--- src/hdl/uart_rx_idle_frame_buffer_top_macros.svh ---
// Assertion macros used by the frame buffer controller.
`ifndef UART_RX_IDLE_FRAME_BUFFER_TOP_MACROS_SVH
`define UART_RX_IDLE_FRAME_BUFFER_TOP_MACROS_SVH

// Same-cycle implication, clocked on aclk and quiet while aresetn is low.
`define URIFB_ASSERT_IMP(label, ante, cons, msg) \
    label: assert property (@(posedge aclk) disable iff (!aresetn) (ante) |-> (cons)) \
        else $error(msg);

// Next-cycle implication, clocked on aclk and quiet while aresetn is low.
`define URIFB_ASSERT_NXT(label, ante, cons, msg) \
    label: assert property (@(posedge aclk) disable iff (!aresetn) (ante) |=> (cons)) \
        else $error(msg);

`endif

--- src/hdl/urifb_pkg.sv ---
// Types, codes and sizing constants of the receive frame buffer.
package urifb_pkg;

    localparam int BUFFER_DEPTH   = 64;
    localparam int ADDR_W         = $clog2(BUFFER_DEPTH);
    localparam int CNT_W          = $clog2(BUFFER_DEPTH + 1);
    localparam int RESULT_MAX     = 64;
    localparam int N_W            = $clog2(RESULT_MAX + 1);
    localparam int LIM_W          = 7;
    localparam int OUT_CNT_W      = 7;
    localparam int MIN_W          = (CNT_W > LIM_W) ? CNT_W : LIM_W;
    localparam logic [7:0] IDLE_LIMIT_RESET = 8'd30;

    typedef enum logic [1:0] {
        CMD_BYTE = 2'd0,
        CMD_TICK = 2'd1,
        CMD_READ = 2'd2
    } cmd_t;

    typedef enum logic [1:0] {
        KIND_NOTICE = 2'd0,
        KIND_DATA   = 2'd1,
        KIND_EMPTY  = 2'd2
    } kind_t;

    typedef enum logic [1:0] {
        ST_IDLE = 2'b01,
        ST_READ = 2'b10
    } state_t;

    // Request to load the output register, from the controller to the top level.
    typedef struct packed {
        logic                 load;
        kind_t                kind;
        logic                 last;
        logic [OUT_CNT_W-1:0] count;
        logic                 from_ram;
    } out_load_t;

endpackage

--- src/hdl/urifb_ram.sv ---
// Simple dual-port synchronous RAM with registered, enabled read.
module urifb_ram #(
    parameter int DEPTH  = 64,
    parameter int WIDTH  = 8,
    parameter int ADDR_W = $clog2(DEPTH)
) (
    input  logic              aclk,
    input  logic              wr_en,
    input  logic [ADDR_W-1:0] wr_addr,
    input  logic [WIDTH-1:0]  wr_data,
    input  logic              rd_en,
    input  logic [ADDR_W-1:0] rd_addr,
    output logic [WIDTH-1:0]  rd_data
);

    logic [WIDTH-1:0] mem [DEPTH];
    logic [WIDTH-1:0] rd_data_reg;

    always_ff @(posedge aclk) begin
        if (wr_en) begin
            mem[wr_addr] <= wr_data;
        end
    end

    always_ff @(posedge aclk) begin
        if (rd_en) begin
            rd_data_reg <= mem[rd_addr];
        end
    end

    assign rd_data = rd_data_reg;

endmodule

--- src/hdl/urifb_ctrl.sv ---
// Command decoder, idle timer and read sequencer of the frame buffer.
module urifb_ctrl
    import urifb_pkg::*;
(
    input  logic              aclk,
    input  logic              aresetn,
    input  logic              s_valid,
    output logic              s_ready,
    input  logic [1:0]        s_command,
    input  logic [7:0]        s_rx_byte,
    input  logic [7:0]        s_tick_ms,
    input  logic [LIM_W-1:0]  s_read_limit,
    input  logic              cfg_valid,
    output logic              cfg_ready,
    input  logic [7:0]        cfg_data,
    input  logic              out_free,
    output out_load_t         out_load,
    output logic              ram_wr_en,
    output logic [ADDR_W-1:0] ram_wr_addr,
    output logic [7:0]        ram_wr_data,
    output logic              ram_rd_en,
    output logic [ADDR_W-1:0] ram_rd_addr
);

`include "uart_rx_idle_frame_buffer_top_macros.svh"

    state_t           state_reg, state_next;
    logic [CNT_W-1:0] rx_count_reg, rx_count_next;
    logic [CNT_W-1:0] snapshot_reg, snapshot_next;
    logic [7:0]       timer_reg, timer_next;
    logic             pending_reg, pending_next;
    logic [7:0]       limit_reg, limit_next;
    logic [N_W-1:0]   n_reg, n_next;
    logic [N_W-1:0]   issue_reg, issue_next;
    logic [N_W-1:0]   emit_reg, emit_next;
    logic             rd_pend_reg, rd_pend_next;

    logic             accept;
    logic [8:0]       t_sum;
    logic [7:0]       t_add;
    logic [7:0]       t_new;
    logic [MIN_W-1:0] lim_ext;
    logic [MIN_W-1:0] cnt_ext;
    logic [MIN_W-1:0] n_min;
    logic [N_W-1:0]   n_calc;
    logic             last_byte;

    assign s_ready   = (state_reg == ST_IDLE) && out_free;
    assign cfg_ready = 1'b1;
    assign accept    = s_valid && s_ready;

    // Idle timer: add the tick while below the limit, saturating at 255.
    assign t_sum = {1'b0, timer_reg} + {1'b0, s_tick_ms};
    assign t_add = t_sum[8] ? 8'hFF : t_sum[7:0];
    assign t_new = (timer_reg < limit_reg) ? t_add : timer_reg;

    // Run length of a read: smallest of the request, the fill and the result cap.
    assign lim_ext = MIN_W'(s_read_limit);
    assign cnt_ext = MIN_W'(rx_count_reg);
    always_comb begin
        n_min = (lim_ext < cnt_ext) ? lim_ext : cnt_ext;
        if (n_min > MIN_W'(RESULT_MAX)) begin
            n_min = MIN_W'(RESULT_MAX);
        end
        n_calc = N_W'(n_min);
    end

    assign last_byte = ((emit_reg + N_W'(1)) == n_reg);

    always_comb begin
        state_next    = state_reg;
        rx_count_next = rx_count_reg;
        snapshot_next = snapshot_reg;
        timer_next    = timer_reg;
        pending_next  = pending_reg;
        limit_next    = cfg_valid ? cfg_data : limit_reg;
        n_next        = n_reg;
        issue_next    = issue_reg;
        emit_next     = emit_reg;
        rd_pend_next  = rd_pend_reg;

        out_load.load     = 1'b0;
        out_load.kind     = KIND_NOTICE;
        out_load.last     = 1'b1;
        out_load.count    = '0;
        out_load.from_ram = 1'b0;

        ram_wr_en   = 1'b0;
        ram_wr_addr = ADDR_W'(rx_count_reg);
        ram_wr_data = s_rx_byte;
        ram_rd_en   = 1'b0;
        ram_rd_addr = ADDR_W'(issue_reg);

        case (state_reg)
            ST_IDLE: begin
                if (accept) begin
                    case (s_command)
                        CMD_BYTE: begin
                            if (rx_count_reg < CNT_W'(BUFFER_DEPTH)) begin
                                ram_wr_en     = 1'b1;
                                rx_count_next = rx_count_reg + CNT_W'(1);
                            end
                        end
                        CMD_TICK: begin
                            if (rx_count_reg == '0) begin
                                snapshot_next = '0;
                            end else if (rx_count_reg != snapshot_reg) begin
                                snapshot_next = rx_count_reg;
                                timer_next    = '0;
                            end else if (t_new >= limit_reg) begin
                                timer_next    = '0;
                                pending_next  = 1'b1;
                                if (!pending_reg) begin
                                    out_load.load  = 1'b1;
                                    out_load.kind  = KIND_NOTICE;
                                    out_load.count = OUT_CNT_W'(rx_count_reg);
                                end
                            end else begin
                                timer_next = t_new;
                            end
                        end
                        CMD_READ: begin
                            rx_count_next = '0;
                            pending_next  = 1'b0;
                            if (n_calc == '0) begin
                                out_load.load = 1'b1;
                                out_load.kind = KIND_EMPTY;
                            end else begin
                                state_next   = ST_READ;
                                n_next       = n_calc;
                                issue_next   = '0;
                                emit_next    = '0;
                                rd_pend_next = 1'b0;
                            end
                        end
                        default: begin
                        end
                    endcase
                end
            end
            ST_READ: begin
                // One RAM word may wait for the output register; the RAM output
                // holds it because no new read is issued until it moves on.
                out_load.load     = rd_pend_reg && out_free;
                out_load.kind     = KIND_DATA;
                out_load.last     = last_byte;
                out_load.count    = OUT_CNT_W'(n_reg);
                out_load.from_ram = 1'b1;
                ram_rd_en = (issue_reg < n_reg) && (!rd_pend_reg || out_load.load);
                if (ram_rd_en) begin
                    issue_next = issue_reg + N_W'(1);
                end
                rd_pend_next = ram_rd_en || (rd_pend_reg && !out_load.load);
                if (out_load.load) begin
                    emit_next = emit_reg + N_W'(1);
                    if (last_byte) begin
                        state_next = ST_IDLE;
                    end
                end
            end
            default: begin
                state_next = ST_IDLE;
            end
        endcase
    end

    always_ff @(posedge aclk) begin
        if (!aresetn) begin
            state_reg    <= ST_IDLE;
            rx_count_reg <= '0;
            snapshot_reg <= '0;
            timer_reg    <= '0;
            pending_reg  <= 1'b0;
            limit_reg    <= IDLE_LIMIT_RESET;
            rd_pend_reg  <= 1'b0;
        end else begin
            state_reg    <= state_next;
            rx_count_reg <= rx_count_next;
            snapshot_reg <= snapshot_next;
            timer_reg    <= timer_next;
            pending_reg  <= pending_next;
            limit_reg    <= limit_next;
            rd_pend_reg  <= rd_pend_next;
        end
    end

    always_ff @(posedge aclk) begin
        n_reg     <= n_next;
        issue_reg <= issue_next;
        emit_reg  <= emit_next;
    end

    `URIFB_ASSERT_IMP(a_count_bound, 1'b1, rx_count_reg <= CNT_W'(BUFFER_DEPTH),
        "buffer fill count exceeds the buffer depth")
    `URIFB_ASSERT_IMP(a_read_order, state_reg == ST_READ,
        (emit_reg <= issue_reg) && (issue_reg <= n_reg),
        "read run emitted more bytes than it fetched")
    `URIFB_ASSERT_NXT(a_last_ends_run,
        (state_reg == ST_READ) && out_load.load && out_load.last,
        state_reg == ST_IDLE, "read run did not end after its last byte")

endmodule

--- src/hdl/uart_rx_idle_frame_buffer_top.sv ---
// Top level of the UART receive frame buffer with idle-gap framing.
//
// The input channel (s_valid/s_ready) carries one command item per transfer:
// a received byte, a time tick in milliseconds, or a read request. The result
// channel (m_valid/m_ready) returns frame notices, data bytes and empty-read
// markers from a registered output stage. The cfg channel writes idle_limit,
// the idle time in milliseconds that closes a frame; cfg_ready is always high.
// Bytes are stored in a 64-entry synchronous RAM, so buffered data is never
// cleared; only fill count, snapshot, timer, flags, state and limit are reset.
// Byte and tick items are taken one per cycle while idle and out_free is high;
// a tick that closes a frame shows its notice on m_valid in the cycle after it
// is accepted. A read keeps s_ready low until its last byte enters the output
// register. Each byte passes the read state, the registered RAM fetch and the
// output register; bytes follow one per cycle while m_ready stays high, set by
// the single RAM read port. An empty read is answered in the cycle after it.
// When the receiver stalls, the output register holds its item, at most one
// fetched byte waits at the RAM output, and s_ready stays low until the
// output register can take a new result.
// After aresetn (synchronous, active low) the buffer is empty, the timer and
// frame flag are clear and idle_limit is 30.
module uart_rx_idle_frame_buffer_top
    import urifb_pkg::*;
(
    input  logic                 aclk,
    input  logic                 aresetn,
    input  logic                 s_valid,
    output logic                 s_ready,
    input  logic [1:0]           s_command,
    input  logic [7:0]           s_rx_byte,
    input  logic [7:0]           s_tick_ms,
    input  logic [LIM_W-1:0]     s_read_limit,
    output logic                 m_valid,
    input  logic                 m_ready,
    output logic [1:0]           m_kind,
    output logic [7:0]           m_data_byte,
    output logic                 m_last,
    output logic [OUT_CNT_W-1:0] m_byte_count,
    input  logic                 cfg_valid,
    output logic                 cfg_ready,
    input  logic [7:0]           cfg_data
);

    out_load_t             out_load;
    logic                  out_free;
    logic                  ram_wr_en;
    logic [ADDR_W-1:0]     ram_wr_addr;
    logic [7:0]            ram_wr_data;
    logic                  ram_rd_en;
    logic [ADDR_W-1:0]     ram_rd_addr;
    logic [7:0]            ram_rd_data;

    logic                  m_valid_reg, m_valid_next;
    logic [1:0]            m_kind_reg;
    logic [7:0]            m_data_byte_reg;
    logic                  m_last_reg;
    logic [OUT_CNT_W-1:0]  m_byte_count_reg;

    // The output register can take a result when it is empty or being drained.
    assign out_free = !m_valid_reg || m_ready;

    urifb_ctrl u_ctrl (
        .aclk         (aclk),
        .aresetn      (aresetn),
        .s_valid      (s_valid),
        .s_ready      (s_ready),
        .s_command    (s_command),
        .s_rx_byte    (s_rx_byte),
        .s_tick_ms    (s_tick_ms),
        .s_read_limit (s_read_limit),
        .cfg_valid    (cfg_valid),
        .cfg_ready    (cfg_ready),
        .cfg_data     (cfg_data),
        .out_free     (out_free),
        .out_load     (out_load),
        .ram_wr_en    (ram_wr_en),
        .ram_wr_addr  (ram_wr_addr),
        .ram_wr_data  (ram_wr_data),
        .ram_rd_en    (ram_rd_en),
        .ram_rd_addr  (ram_rd_addr)
    );

    urifb_ram #(
        .DEPTH  (BUFFER_DEPTH),
        .WIDTH  (8),
        .ADDR_W (ADDR_W)
    ) u_ram (
        .aclk    (aclk),
        .wr_en   (ram_wr_en),
        .wr_addr (ram_wr_addr),
        .wr_data (ram_wr_data),
        .rd_en   (ram_rd_en),
        .rd_addr (ram_rd_addr),
        .rd_data (ram_rd_data)
    );

    always_comb begin
        m_valid_next = m_valid_reg;
        if (out_load.load) begin
            m_valid_next = 1'b1;
        end else if (m_ready) begin
            m_valid_next = 1'b0;
        end
    end

    always_ff @(posedge aclk) begin
        if (!aresetn) begin
            m_valid_reg <= 1'b0;
        end else begin
            m_valid_reg <= m_valid_next;
        end
    end

    // Notices and empty reads carry a zero data byte.
    always_ff @(posedge aclk) begin
        if (out_load.load) begin
            m_kind_reg       <= out_load.kind;
            m_data_byte_reg  <= out_load.from_ram ? ram_rd_data : 8'd0;
            m_last_reg       <= out_load.last;
            m_byte_count_reg <= out_load.count;
        end
    end

    assign m_valid      = m_valid_reg;
    assign m_kind       = m_kind_reg;
    assign m_data_byte  = m_data_byte_reg;
    assign m_last       = m_last_reg;
    assign m_byte_count = m_byte_count_reg;

endmodule
--- config.mk ---
export PLATFORM = sky130hd
export DESIGN_NAME = uart_rx_idle_frame_buffer_top
export DESIGN_NICKNAME = d
export VERILOG_FILES = /design/src/hdl/urifb_pkg.sv /design/src/hdl/urifb_ram.sv /design/src/hdl/urifb_ctrl.sv /design/src/hdl/uart_rx_idle_frame_buffer_top.sv
export VERILOG_INCLUDE_DIRS = /design/src /design/src/hdl
export SDC_FILE = /design/constraint.sdc
export NUM_CORES = 1
export LEC_CHECK = 0
export BUFFER_PORTS_ARGS = -buffer_cell sky130_fd_sc_hd__buf_4
export CELL_PAD_IN_SITES_DETAIL_PLACEMENT = 2
export CELL_PAD_IN_SITES_GLOBAL_PLACEMENT = 2
export CORE_MARGIN = 10
export CORE_UTILIZATION = 35
export CTS_CLUSTER_SIZE = 16
export DETAILED_ROUTE_END_ITERATION = 6
export GPL_TIMING_DRIVEN = 1
export PLACE_DENSITY_LB_ADDON = 0.1
export SLEW_MARGIN = 20
export SYNTH_ARGS = -nofsm -noshare
export SYNTH_HDL_FRONTEND = slang
export SYNTH_SLANG_ARGS = --single-unit
--- constraint.sdc ---
create_clock -name aclk -period 8 [get_ports aclk]
set_clock_uncertainty 0.1 [all_clocks]
set_input_delay 0 -clock aclk [delete_from_list [all_inputs] [get_ports aclk]]
set_output_delay 0 -clock aclk [all_outputs]
set_load 0.05 [all_outputs]
# After elaboration in Yosys (flattened, before gate mapping)
# Memory sizes are Yosys's and may differ from the RTL's. A register that Yosys moved wholly into a read port is not among the register bits.
# Cells that the tools add are included.
# W data, S select, Z words.
[word_totals] register_bits=74 ram_bits=512 inputBits=38 out_inout_bits=21 wordCells=128 mem_count=1
[op_classes] n_addsub=4 magnitude_cmp=6 eq_ne=16 mux=56 bitwise=2 reduce_logical=28
[memory_table] name="u_ram.mem" words=64 width=8 read_ports=1 rd_ports_with_merged_regs=1 write_ports=1 line_no="urifb_ram.sv:16" source="logic [WIDTH-1:0] mem [DEPTH];"
[op_table] op="$mux W7" n=16
[op_table] op="$pmux W7 S2" n=4
[op_table] op="$mux W8" n=4
[op_table] op="$add A7 B1 Y7 const B" n=3
[op_table] op="$reduce_and A4 Y1" n=5
[op_table] op="$mux W3" n=6
[op_table] op="$mux W1" n=16
[op_table] op="$reduce_and A5 Y1" n=3
[op_table] op="$logic_not A7 Y1" n=2
[op_table] op="$lt A7 B7 Y1" n=2
[op_table] op="$ne A2 B1 Y1 const B" n=6
[op_table] op="$pmux W3 S2" n=2
[op_table] op="$mux W2" n=5
[op_table] op="$reduce_bool A2 Y1" n=5
[op_table] op="$add A8 B8 Y9" n=1
[op_table] op="$ge A8 B8 Y1" n=1
[op_table] op="$lt A8 B8 Y1" n=1
[op_table] op="$ne A2 B2 Y1 const B" n=4
[op_table] op="$eq A7 B7 Y1" n=1
[op_table] op="$gt A7 B7 Y1 const B" n=1
[op_table] op="$lt A7 B7 Y1 const B" n=1
[op_table] op="$ne A7 B7 Y1" n=1
[op_table] op="$reduce_and A6 Y1" n=1
[op_table] op="$logic_and A1 B1 Y1" n=5
[op_table] op="8 further kinds" n=16

# Logic depth before layout (Yosys ltp)
[depth] word_depth=11 ltp_mapped=17 ltp_nobuf=15

# Hierarchy
# From an unflattened synthesis, not the netlist that was laid out.
[unflattened] hier_cells=1467 hier_area_um2=25062.8
[by_module_without_submodules] module="urifb_ram" n_inst=1 cells_per_inst=957 area_per_inst_um2=20176.9 seq_area_each_um2=15615.0
[by_module_without_submodules] module="urifb_ctrl" n_inst=1 cells_per_inst=480 area_per_inst_um2=4246.6 seq_area_each_um2=1311.3
[by_module_without_submodules] module="uart_rx_idle_frame_buffer_top" n_inst=1 cells_per_inst=30 area_per_inst_um2=639.4 seq_area_each_um2=560.5

# Worst setup path before layout
# Ideal clock, no wire load.
[synth_timing] path_kind="register to register" startpoint="reg u_ctrl.timer_reg[0]" endpoint="reg m_byte_count_reg[0], in the netlist m_byte_count[0] (enable)" setup_ns=0.423 arrival_time_ns=3.597 required_ns=7.477 path_slack_ns=3.880 path_stages_with_launch=15 path_buffers=0 synth_period_minus_slack_ns=4.120 path_cell_list="dfxtp_1 > ha_1 > fa_1 > a211oi_1 > o21bai_1 > a41o_1 > nor2_1 > o21ai_0 > ha_1 > a21o_1 > a31oi_1 > o21a_1 > nor3_1 > a22oi_1 > o32ai_1"
[synth_via] elab_chain_cells=10 elab_cells_between_ends=11 classes_between="add/sub: 1; order compare: 2; mux: 8"
[synth_rtl] element="start: declaration" line_no="urifb_ctrl.sv:30" source="logic [7:0] timer_reg, timer_next;"
[synth_rtl] element="start signal: assignment" line_no="urifb_ctrl.sv:180" source="timer_reg <= timer_next;"
[synth_rtl] element="$add A8 B8 Y9" line_no="urifb_ctrl.sv:53" source="assign t_sum = {1'b0, timer_reg} + {1'b0, s_tick_ms};"
[synth_rtl] element="$mux W8" line_no="urifb_ctrl.sv:54" source="assign t_add = t_sum[8] ? 8'hFF : t_sum[7:0];"
[synth_rtl] element="$mux W8 *" line_no="urifb_ctrl.sv:55" source="assign t_new = (timer_reg < limit_reg) ? t_add : timer_reg;"
[synth_rtl] element="$ge A8 B8 Y1 *" line_no="urifb_ctrl.sv:110" source="end else if (t_new >= limit_reg) begin"
[synth_rtl] element="$mux W3 *" line_no="urifb_ctrl.sv:110"
[synth_rtl] element="$mux W3 *" line_no="urifb_ctrl.sv:107" source="end else if (rx_count_reg != snapshot_reg) begin"
[synth_rtl] element="$mux W3 *" line_no="urifb_ctrl.sv:105" source="if (rx_count_reg == '0) begin"
[synth_rtl] element="$pmux W3 S2 *" line_no="urifb_ctrl.sv:97" source="case (s_command)"
[synth_rtl] element="$mux W3 *" line_no="urifb_ctrl.sv:96" source="if (accept) begin"
[synth_rtl] element="$pmux W3 S2 *" line_no="urifb_ctrl.sv:94" source="case (state_reg)"
[synth_rtl] element="end signal: assignment" line_no="uart_rx_idle_frame_buffer_top.sv:119" source="m_byte_count_reg <= out_load.count;"
[synth_rtl] element="end: declaration" line_no="uart_rx_idle_frame_buffer_top.sv:56" source="logic [OUT_CNT_W-1:0] m_byte_count_reg;"
# Every way passes the cells marked *; elsewhere a longest branch is shown, timed or not.
# A chain may end at the register's enable or synchronous reset.

# Worst setup path after layout
[layout_timing] startpoint="reg u_ctrl.timer_reg[0]" endpoint="reg u_ctrl.timer_reg[7]"
[layout_via] elab_chain_cells=6 elab_cells_between_ends=7 classes_between="add/sub: 1; order compare: 2; mux: 4"
[layout_rtl] element="$add A8 B8 Y9" line_no="urifb_ctrl.sv:53"
[layout_rtl] element="$mux W8" line_no="urifb_ctrl.sv:54"
[layout_rtl] element="$mux W8 *" line_no="urifb_ctrl.sv:55"
[layout_rtl] element="$ge A8 B8 Y1" line_no="urifb_ctrl.sv:110"
[layout_rtl] element="$mux W8 *" line_no="urifb_ctrl.sv:110"
[layout_rtl] element="$mux W8 *" line_no="urifb_ctrl.sv:107"
# Marked as above.

==> metrics.md <==
| Metric | Value |
|---|---|
| Status | `completed` |
| Io pins | `59` |
| Reg with most FFs | `u_ram.mem` |
| Critical R2R Launch | `u_ctrl.timer_reg[0]$_SDFFE_PN0P_` |
| Commonest non-fill, non-tap cell in the layout | `edfxtp_1` |
| Crit path max-delay cell type | `a2111oi_0` |
| Maxcap violations | `0` |
| CTS max path bufs | `3` |
| Grt peak-use layer | `met2` |
| Routed len/inst | `~27 µm` |
| Worst Setup Start Kind | `register` |
| Synth Cell Area | `roughly 0.024 mm²` |
| Top FF cell, synth | `edfxtp_1` |
| Clock Sink Count | `about 600` |
| Final Critical Period | `about 5 ns` |
| Clock Latency Late Sink | `between 0.6 and 0.7 ns` |
| Initial antenna violation count | `2` |
| Final Setup Violations | `0` |
| Synthesis Warnings | `0` |
| Post-route DRC | `0` |
| Fillers | `around 6500` |
| Post-synthesis sequential area ratio | `between 70% and 80%` |
| Placed cell areas | `approximately 0.026 mm²` |
| Total CTS buffers | `69` |
| Post-Synthesis Net Count | `roughly 1400` |
| Total congestion overflow | `0` |
| Routed wire length | `around 66 mm` |
| First-pass GRT wire length | `between 90 and 100 mm` |
| Die Width | `approximately 280 µm` |
| Met1 Resource Use GR | `between 20 and 25%` |
| Crit share post-route | `62.4%` |
| Vias in the first global route | `~14000` |
| Worst Path Required | `~8.4 ns` |
| Synth Instances | `around 1300` |
| Average cell area after synthesis | `18.6 µm²` |
| PD cells | `approximately 240 mW/mm²` |
| Port bufs | `57` |
| CTS clk-pin slew, worst paths | `roughly 0.050 ns` |
| Most frequent cells in the layout | `edfxtp_1, mux4_2, nor2_1` |
| Vias | `about 13000` |
| Largest net degree at the start of global routing | `133` |
| CP max stage delay | `0.78 ns` |
| Yosys top cell area share | `68.6%` |
| Core Box Area | `0.0689 mm²` |
| Unique cell type count in the Yosys netlist | `57` |
| Power, Total | `6.98 mW` |
| ANT nets after route | `0` |
| Final TNS setup | `0 ns` |
| Root buf cell | `clkbuf_16` |
| Slew @ Worst Pin | `about 1.2 ns` |
| CP max FO | `8` |
| Worst hold path type | `in2reg` |
| Resize count post-CTS | `0` |
| Final std cell area, no fill | `between 0.02 and 0.03 mm²` |
| Post-synth EDFFs | `559` |
| DR pass1 iterations | `5` |
| Yosys top cell by area | `edfxtp_1` |
| Rel. slew slack | `between 20% and 30%` |
| Die ar. | `between 0.08 and 0.09 mm²` |
| Worst hold slack | `0.0442 ns` |
| Critical path class | `reg2reg` |
| H-tree levels | `3` |
| Hold_sp | `s_command[0]` |
| Worst path cell trace | `ha_1 -> fa_1 -> a21o_1 -> a21oi_1 -> xnor2_1 -> dlygate4sd3_1 -> nor2_1 -> o21ai_0 -> ha_1 -> a21o_1 -> a2111oi_4 -> o21ai_0 -> a2111oi_0 -> a22oi_1 -> o22ai_1` |
| Top cells by area, synth | `edfxtp_1, mux4_2, dfxtp_1` |
| Met2 Use GR | `between 20% and 30%` |
| Lkg Pwr | `about 9.4 nW` |
| Unrepaired setup endpoints after global routing | `no` |
| P&R area growth vs syn | `17.3%` |
| Nets | `approximately 1500` |
| Data arrival time of the critical path | `around 5.4 ns` |
| Fmax | `roughly 0.2 GHz` |
| Row count | `between 90 and 100` |
| Die H | `about 280 µm` |
| VDD IR max | `0.151 mV` |
| Post-DR vias/cell | `around 5.2` |
| Starting DRT DRC Count | `between 900 and 1000` |
| Number of flip-flops under the largest register name | `512` |
| Number of synthesized register bits | `594` |
| Critical path launch point | `u_ctrl.timer_reg[0]$_SDFFE_PN0P_` |
| CTS tree | `built` |
| Initial Util | `a little over a third` |
| GPL Wtd Cong | `about 0.73` |
| Met3 Use GR | `2.55%` |
| Fin. Hold Viols | `0` |
| Dpl hpwl | `roughly 40 mm` |
| FFs w/ async S/R, synth | `0%` |
| CP endpoint kind | `register` |
| Final Max Tran Viols | `0` |
| Layout cell share with drive strength beyond 1 | `21.8%` |
| ANT cells | `0` |
| GRT Total Usage | `approximately 16%` |
## per-stage QoR
stage | cells | utilization [%] | worst slack (ns)
after floorplan | 1315 | - | 3.88
after global placement | 2252 | 37.6 | 3.27
after detailed placement | 2252 | 37.6 | 3.05
after CTS | 2433 | 41.7 | 2.94
after global routing | 2433 | 41.7 | 2.55
final | 2433 | 41.7 | 3.01
## path summary, 6_finish.rpt
| kind | slack (ns) | cells after the start | end |
|---|---|---|---|
| max | 3.01 | 15 | u_ctrl.timer_reg[7]$_SDFFE_PN0P_ |
| min | 0.04 | 5 | m_kind[1]$_DFFE_PP_ |
| max reg2reg | 3.01 | 15 | u_ctrl.timer_reg[7]$_SDFFE_PN0P_ |
| min reg2reg | 0.39 | 2 | u_ctrl.state_reg[1]$_SDFFE_PN0P_ |
## critical path: cells and delay by family (launching register included)
family / cells / cell delay [ns]
adders and majority gates: 3 / 0.93
AOI/OAI and AO/OA: 9 / 2.81
xor gates and xnor gates: 1 / 0.13
DFF: 1 / 0.34
and+or+nand+nor: 1 / 0.05
buffers and inverters: 1 / 0.56
## cell usage after synthesis (14+ instances only)
master	instances
nor2_1	121
nand2_1	44
clkbuf_1	27
ha_1	44
xor2_1	14
a22oi_1	23
inv_1	34
nand3_1	24
a21oi_1	26
and2_1	21
xnor2_1	15
mux2i_1	15
dfxtp_1	35
o21ai_0	18
buf_2	20
mux4_2	159
edfxtp_1	559
## cell families after synthesis
group,share of synthesized area (%)
mux,15.2
compound gates,3.16
flops,71.4
buf+inv,1.64
simple gates,4.80
fa+ha+maj,2.33
other cells,0.0153
xor+xnor,1.41
## cell type report
type	instances	area, µm²	share of cell area [%]
Sequential cell	594	17500	60.9
Multi-Input combinational cell	626	6620	23.1
Clock buffer	85	1820	6.33
Tap cell	931	1160	4.05
Timing Repair Buffer	123	1090	3.80
Clock inverter	39	414	1.44
Inverter	35	131	0.457
## report_power, final
part | internal [mW] | switching [mW] | total [mW] | leakage (nW)
sequential | 3.41 | 0.0132 | 3.43 | 5.31
clock | 1.83 | 1.29 | 3.12 | 1.08
combinational | 0.180 | 0.259 | 0.439 | 3.01
total | 5.42 | 1.57 | 6.98 | 9.40
## layer usage
| layer | share of wire, % | routed length (µm) |
|---|---|---|
| met3 | 3.5 | 2290 |
| met4 | 1.9 | 1230 |
| met1 | 45 | 30000 |
| met5 | 0.020 | 13 |
| met2 | 49 | 32400 |
## what timing repair did
item | 4_1_cts | 5_1_grt
hold endpoints to repair | 548 | 0
buffers inserted | 0 | 0
hold buffers | 57 | 0
Note: power is estimated with default switching activity, not from simulation.
